[config.mk]
export PLATFORM = sky130hd
export DESIGN_NAME = integer_set_table
export DESIGN_NICKNAME = d
export VERILOG_FILES = /design/src/rtl/ist_pkg.sv /design/src/rtl/ist_engine.sv /design/src/rtl/integer_set_table.sv
export VERILOG_INCLUDE_DIRS = /design/src /design/src/rtl
export SDC_FILE = /design/constraint.sdc
export NUM_CORES = 2
export LEC_CHECK = 0
export ABC_AREA = 1
export BUFFER_PORTS_ARGS = -buffer_cell sky130_fd_sc_hd__buf_4
export CORE_ASPECT_RATIO = 1.25
export CORE_UTILIZATION = 30
export CTS_CLUSTER_SIZE = 8
export DETAILED_ROUTE_END_ITERATION = 12
export PLACE_DENSITY = 0.48
export SYNTH_ARGS = -nofsm -noshare
export SYNTH_HDL_FRONTEND = slang
export SYNTH_HIERARCHICAL = 1
export SYNTH_SLANG_ARGS = --single-unit
[constraint.sdc]
create_clock -name clk -period 6.5 [get_ports clk]
set_input_delay 0 -clock clk [delete_from_list [all_inputs] [get_ports clk]]
set_output_delay 0 -clock clk [all_outputs]
set_load 0.02 [all_outputs]
[src/rtl/integer_set_table_defines.svh]
// assertion macros used by ist_engine
`ifndef INTEGER_SET_TABLE_DEFINES_SVH
`define INTEGER_SET_TABLE_DEFINES_SVH

`ifndef SYNTHESIS
// same-cycle implication
`define IST_ASSERT_IMP(label, clk, rst, ante, cons, msg) \
  label: assert property (@(posedge clk) disable iff (rst) (ante) |-> (cons)) \
    else $error(msg);
// next-cycle implication
`define IST_ASSERT_NXT(label, clk, rst, ante, cons, msg) \
  label: assert property (@(posedge clk) disable iff (rst) (ante) |=> (cons)) \
    else $error(msg);
`else
`define IST_ASSERT_IMP(label, clk, rst, ante, cons, msg)
`define IST_ASSERT_NXT(label, clk, rst, ante, cons, msg)
`endif

`endif

[src/rtl/ist_pkg.sv]
package ist_pkg;

  localparam int CAPACITY   = 64;
  localparam int VALUE_BITS = 32;
  localparam int ADDR_BITS  = (CAPACITY > 1) ? $clog2(CAPACITY) : 1;
  localparam int CNT_BITS   = $clog2(CAPACITY + 1);
  localparam int COUNT_BITS = 7;

  localparam logic [1:0] OP_ADD    = 2'd0;
  localparam logic [1:0] OP_REMOVE = 2'd1;
  localparam logic [1:0] OP_TEST   = 2'd2;

  typedef struct packed {
    logic [1:0]         op;
    logic signed [31:0] value;
  } in_item_t;

  typedef struct packed {
    logic                  success;
    logic                  was_present;
    logic [COUNT_BITS-1:0] count;
  } out_item_t;

endpackage

[src/rtl/ist_engine.sv]
`include "integer_set_table_defines.svh"

module ist_engine import ist_pkg::*; (
  input  logic      clk,
  input  logic      rst,
  input  logic      start,
  input  in_item_t  req,
  output logic      idle,
  input  logic      res_free,
  output logic      res_valid,
  output out_item_t res
);

  localparam logic [1:0] ST_IDLE   = 2'd0;
  localparam logic [1:0] ST_SCAN   = 2'd1;
  localparam logic [1:0] ST_FINISH = 2'd2;

  logic [1:0]            state;
  logic [1:0]            op_q;
  logic [VALUE_BITS-1:0] val_q;
  logic [CNT_BITS-1:0]   occupied;
  logic [CNT_BITS-1:0]   occupied_next;
  logic [CNT_BITS-1:0]   issue_idx;
  logic                  rd_valid;
  logic [ADDR_BITS-1:0]  rd_addr;
  logic                  found;

  logic [VALUE_BITS-1:0] mem [CAPACITY];
  logic [VALUE_BITS-1:0] rd_data;

  logic                  issuing;
  logic                  rd_en;
  logic [ADDR_BITS-1:0]  rd_addr_issue;
  logic                  hit;
  logic                  shift_we;
  logic                  commit;
  logic                  add_store;
  logic                  mem_we;
  logic [ADDR_BITS-1:0]  wr_addr;
  logic [VALUE_BITS-1:0] wr_data;
  logic                  ok;

  assign issuing       = (state == ST_SCAN) && (issue_idx < occupied);
  assign rd_en         = issuing;
  assign rd_addr_issue = issue_idx[ADDR_BITS-1:0];
  assign hit           = rd_valid && !found && (rd_data == val_q);
  // once the match is behind us, each later entry moves down one place
  assign shift_we      = (state == ST_SCAN) && rd_valid && found && (op_q == OP_REMOVE);
  assign commit        = (state == ST_FINISH) && res_free;
  assign add_store     = (op_q == OP_ADD) && !found && (occupied < CNT_BITS'(CAPACITY));

  always_comb begin
    mem_we  = 1'b0;
    wr_addr = rd_addr - 1'b1;
    wr_data = rd_data;
    if (shift_we) begin
      mem_we = 1'b1;
    end else if (commit && add_store) begin
      mem_we  = 1'b1;
      wr_addr = occupied[ADDR_BITS-1:0];
      wr_data = val_q;
    end
  end

  always_comb begin
    occupied_next = occupied;
    ok            = 1'b0;
    unique case (op_q)
      OP_ADD: begin
        ok = found || add_store;
        if (add_store) occupied_next = occupied + 1'b1;
      end
      OP_REMOVE: begin
        ok = found;
        if (found) occupied_next = occupied - 1'b1;
      end
      OP_TEST: ok = found;
      default: ok = 1'b0;
    endcase
  end

  assign idle            = (state == ST_IDLE);
  assign res_valid       = (state == ST_FINISH);
  assign res.success     = ok;
  assign res.was_present = found;
  assign res.count       = COUNT_BITS'(occupied_next);

  always_ff @(posedge clk) begin
    if (mem_we) mem[wr_addr] <= wr_data;
    if (rd_en) rd_data <= mem[rd_addr_issue];
  end

  always_ff @(posedge clk) begin
    if (start) begin
      op_q  <= req.op;
      val_q <= VALUE_BITS'(req.value);
    end
    if (issuing) rd_addr <= rd_addr_issue;
  end

  always_ff @(posedge clk) begin
    if (rst) begin
      state     <= ST_IDLE;
      occupied  <= '0;
      issue_idx <= '0;
      rd_valid  <= 1'b0;
      found     <= 1'b0;
    end else begin
      unique case (state)
        ST_IDLE: begin
          if (start) begin
            issue_idx <= '0;
            rd_valid  <= 1'b0;
            found     <= 1'b0;
            state     <= ST_SCAN;
          end
        end
        ST_SCAN: begin
          if (issuing) issue_idx <= issue_idx + 1'b1;
          rd_valid <= issuing;
          if (hit) found <= 1'b1;
          if (!issuing && !rd_valid) state <= ST_FINISH;
        end
        ST_FINISH: begin
          if (res_free) begin
            occupied <= occupied_next;
            state    <= ST_IDLE;
          end
        end
        default: state <= ST_IDLE;
      endcase
    end
  end

  `IST_ASSERT_IMP(a_occ_bound, clk, rst, 1'b1, occupied <= CNT_BITS'(CAPACITY), "count above capacity")
  `IST_ASSERT_IMP(a_no_rw_clash, clk, rst, mem_we && rd_en, wr_addr != rd_addr_issue, "read and write hit one entry")
  `IST_ASSERT_IMP(a_shift_above_base, clk, rst, shift_we, rd_addr != '0, "shift from entry zero")
  `IST_ASSERT_NXT(a_occ_hold, clk, rst, !commit, $stable(occupied), "count moved without a commit")
  `IST_ASSERT_NXT(a_remove_dec, clk, rst, commit && op_q == OP_REMOVE && found, occupied == CNT_BITS'($past(occupied) - 1'b1), "remove did not drop count")

endmodule

[src/rtl/integer_set_table.sv]
// channel | dir | payload    | transaction when
// in      | in  | in_item_t  | in_valid && in_ready
// out     | out | out_item_t | out_valid && out_ready
//
// from transaction to result: one read per held entry on the single memory read port,
// then the registered read data, end of scan, and the commit, which waits for res_free
// in_ready is high only while the scan engine is idle; one item at a time
// a finished result sits in the output register, so the next item can enter
// while it waits; the engine holds its commit until that register is free
// rst is synchronous and empties the set; entry memory is not cleared

module integer_set_table import ist_pkg::*; (
  input  logic      clk,
  input  logic      rst,
  input  logic      in_valid,
  output logic      in_ready,
  input  in_item_t  in_item,
  output logic      out_valid,
  input  logic      out_ready,
  output out_item_t out_item
);

  logic      start;
  logic      idle;
  logic      res_free;
  logic      res_valid;
  out_item_t res;

  assign in_ready = idle;
  assign start    = in_valid && idle;
  assign res_free = !out_valid || out_ready;

  ist_engine u_engine (
    .clk       (clk),
    .rst       (rst),
    .start     (start),
    .req       (in_item),
    .idle      (idle),
    .res_free  (res_free),
    .res_valid (res_valid),
    .res       (res)
  );

  always_ff @(posedge clk) begin
    if (rst) begin
      out_valid <= 1'b0;
    end else if (res_valid && res_free) begin
      out_valid <= 1'b1;
    end else if (out_ready) begin
      out_valid <= 1'b0;
    end
  end

  always_ff @(posedge clk) begin
    if (res_valid && res_free) out_item <= res;
  end

endmodule

==> results.toml <==
[outcome]
run_status = "finished clean"

[setup_path]
critPathMaxFanout = 32
timing.setup.critical_path_class = "reg2reg"
reg2reg_setup_slack_ns = 2.04
worst_r2r_startpoint = "u_engine/op_q[0]"
worst-r2r-cell-count = 10
timing.rr.end = "u_engine/mem[63][23]"
arrival_ns = 4.87
critPathCaptureType = "flip-flop"
critPathRequiredTime_ns = 6.91
crit_path_launch_type = "flip-flop"

[global_route]
antenna_found_initial = 11
pin_count_of_the_biggest_net_entering_global_routing = 185
grt.total_usage_pct = 18.3
via_count_of_the_first_global_routing_pass = 57900
global_route_wire_length_before_repair_um = 408000
grt_overflow_total = 0

[sta]
rsz0062_at_grt = "no"
final.period_utilization_pct = 68.6
slew_violations = 0
final_clock_skew_ns = 0.0394
totalNegativeSetupSlack_ns = 0
finalHoldViolCount = 0
worst_pin_slew_ns = 1.38
relSlewSlack_pct = 7.46
fmax_mhz = 224
layout_min_cycle_time_ns = 4.46
final-setup-viol-count = 0

[logic_synthesis]
synth_sequential_area_ratio_pct = 71.2
syn_avg_cell_area_sq_um = 10.8
syn_area_sq_mm = 0.0903
ys.warnings.count = 6
synth.ff_latch_count = 2148
synth.net_count = 8421
ys_types = 39
synth_edf_count = 2129
syn-instance-count = 8370
postSynth.asyncResetShare_pct = 0
synth_flop_cell = "sky130_fd_sc_hd__edfxtp_1"

[cts]
cts_tree = "built"
htree_levels = 5
worstSkewPairLatency_ns = 0.84
tritoncts.num_buffers = 310
number_of_buffers_inserted_to_repair_setup_after_cts = 0
root_buffer = "sky130_fd_sc_hd__clkbuf_16"
cts.clk_slew.worst_paths_ns = 0.05
numClockSinks = 2148
cts.path.max_buffers = 4

[job]
max_cap_violations = 0

[finish]
area.growth.synth_to_final_pct = 15.6
num-nets-final = 8524
layout-drive-gt1-share_pct = 7.32
finish.cell_count_without_fillers = 12500
layout_common_cells = "sky130_fd_sc_hd__nand2_1, sky130_fd_sc_hd__edfxtp_1, sky130_fd_sc_hd__nor2_1, sky130_fd_sc_hd__inv_1, sky130_fd_sc_hd__nand3_1"
mostFrequentLayoutCell = "sky130_fd_sc_hd__nand2_1"

[floorplan]
start_util_pct = 30.2
core_sq_mm = 0.299
io-pin-count = 49
die-height_um = 615
die_w_um = 493
num_rows = 224
die_area_sq_mm = 0.303

[power_and_ir_drop]
pwr_density_cell_mw_per_mm2 = 337
vdd_drop_max_mv = 0.246
power_leakage_nw = 39.3

[hold_path]
hold_depth = 7
worst_hold_path.endpoint = "u_engine/state[1]"
startpoint_of_the_lowest_slack_hold_path = "out_ready"
hold_path_class = "in2reg"

[detailed_routing]
post_drt_via_cell_ratio = 4.81
drt_iter0_markers = 5762
drcViolationCount = 0
route.final.wire_length_um = 284000
route.vias.total = 60000
antenna_violating_nets_post_route = 0
detail_route.wl_per_cell_um = 22.8
drtPass1Iterations = 6

[placement]
buffer_ports.inserted = 48
dp.final_hpwl_um = 158000
gpl.final_weighted_congestion = 0.859
dp_cells = 12000
registers in the layout, summed over array words and instances (netlist names):
name / flops
u_engine/issue_idx: 7
u_engine/state: 2
u_engine/mem: 2048
u_engine/occupied: 7
out_valid: 1
u_engine/op_q: 2
u_engine/found: 1
u_engine/rd_addr: 6
u_engine/rd_valid: 1
u_engine/val_q: 32
out_item: 9
u_engine/rd_data: 32
layout make-up:
cell class / count / area, sq um
Sequential cell: 2148 / 64300
Tap cell: 3955 / 4950
Inverter: 803 / 3050
Clock inverter: 7 / 58.8
Multi-Input combinational cell: 4978 / 21700
Timing Repair Buffer: 232 / 2200
Clock buffer: 335 / 8110
Antenna cell: 3 / 7.51
Fill cell: 29600 / 194000
per-layer routing:
| layer | GRT usage, % | part of all wire (%) | wire length, um | vias up |
|---|---|---|---|---|
| met4 | 7.79 | 4.3 | 12100 | 0 |
| met5 | 0 | 0 | 0 | - |
| met1 | 24.2 | 43 | 121000 | 29700 |
| li1 | - | - | - | 27900 |
| met3 | 2.55 | 5.9 | 16700 | 425 |
| met2 | 29.9 | 47 | 134000 | 1965 |
cell usage after synthesis, types with 25 or more instances:
cell type / n / area share (%)
sky130_fd_sc_hd__o211ai_1: 46 / 0.38
sky130_fd_sc_hd__clkbuf_1: 223 / 0.93
sky130_fd_sc_hd__buf_2: 128 / 0.71
sky130_fd_sc_hd__nor2_1: 1019 / 4.2
sky130_fd_sc_hd__buf_1: 43 / 0.18
sky130_fd_sc_hd__nand3_1: 789 / 4.4
sky130_fd_sc_hd__inv_1: 794 / 3.3
sky130_fd_sc_hd__edfxtp_1: 2129 / 71
sky130_fd_sc_hd__a21oi_1: 92 / 0.51
sky130_fd_sc_hd__o21ai_0: 468 / 2.6
sky130_fd_sc_hd__nand2_1: 2473 / 10
sky130_fd_sc_hd__buf_4: 25 / 0.21
critical path, stage by stage (launching register included):
cell and delay (ns):
sky130_fd_sc_hd__edfxtp_1 0.43, sky130_fd_sc_hd__inv_1 0.08, sky130_fd_sc_hd__ha_1 0.35, sky130_fd_sc_hd__nand3b_4 0.20, sky130_fd_sc_hd__nor2_8 0.26, sky130_fd_sc_hd__inv_2 0.19, sky130_fd_sc_hd__nand2_1 0.14, sky130_fd_sc_hd__nand2_1 0.14
sky130_fd_sc_hd__inv_1 0.17, sky130_fd_sc_hd__nand3_1 0.72, sky130_fd_sc_hd__nor2_4 1.30
stage by stage:
step | worst slack [ns] | utilization, % | area (sq um) | hold slack, ns | total power, mW
6_report | 2.04 | 34.9 | 104000 | 0.194 | 35.2
2_1_floorplan | 1.96 | - | 90300 | 0.0624 | 19.3
3_3_place_gp | 2.08 | 31.9 | 95400 | 0.180 | 21.2
5_1_grt | 1.78 | 34.9 | 104000 | 0.213 | 36.4
3_5_place_dp | 2.06 | 31.9 | 95400 | 0.180 | 21.2
4_1_cts | 2.02 | 34.9 | 104000 | 0.138 | 35.5
repair_timing:
action / 4_1_cts / 5_1_grt
hold endpoints to repair: 96 / 0
resized for setup: 0 / 0
hold buffers: 74 / 0
setup endpoints to repair: 0 / 0
power breakdown:
group          switching [mW]  total (mW)  internal [mW]
clock network            5.55        14.2           8.65
registers               0.141        15.9           15.8
logic                    3.90        5.05           1.14
kinds of logic (layout without fill, tap and decap cells):
kind of cell    count (synthesis)  count (layout)  share of synthesized area, %
simple gates                 4314            4314                          19.1
flops                        2148            2148                          71.2
buf+inv                      1244            1377                          5.64
compound gates                634             634                          3.67
xor+xnor                       17              17                         0.165
fa+ha+maj                      13              13                         0.180
other cells                     0               3                             0
how the worst max path moves through the flow:
stage                      from              endpoint  slack [ns]  depth (start not counted)
2_1_floorplan  u_engine/op_q[0]    u_engine/mem[0][1]        1.96                          8
3_3_place_gp   u_engine/op_q[0]  u_engine/mem[59][23]        2.08                         10
3_5_place_dp   u_engine/op_q[1]  u_engine/mem[59][23]        2.06                         10
4_1_cts        u_engine/op_q[1]  u_engine/mem[63][26]        2.02                         10
5_1_grt        u_engine/op_q[1]  u_engine/mem[59][13]        1.78                         10
6_report       u_engine/op_q[0]  u_engine/mem[63][23]        2.04                         10
Power figures use the tool's default switching activity.
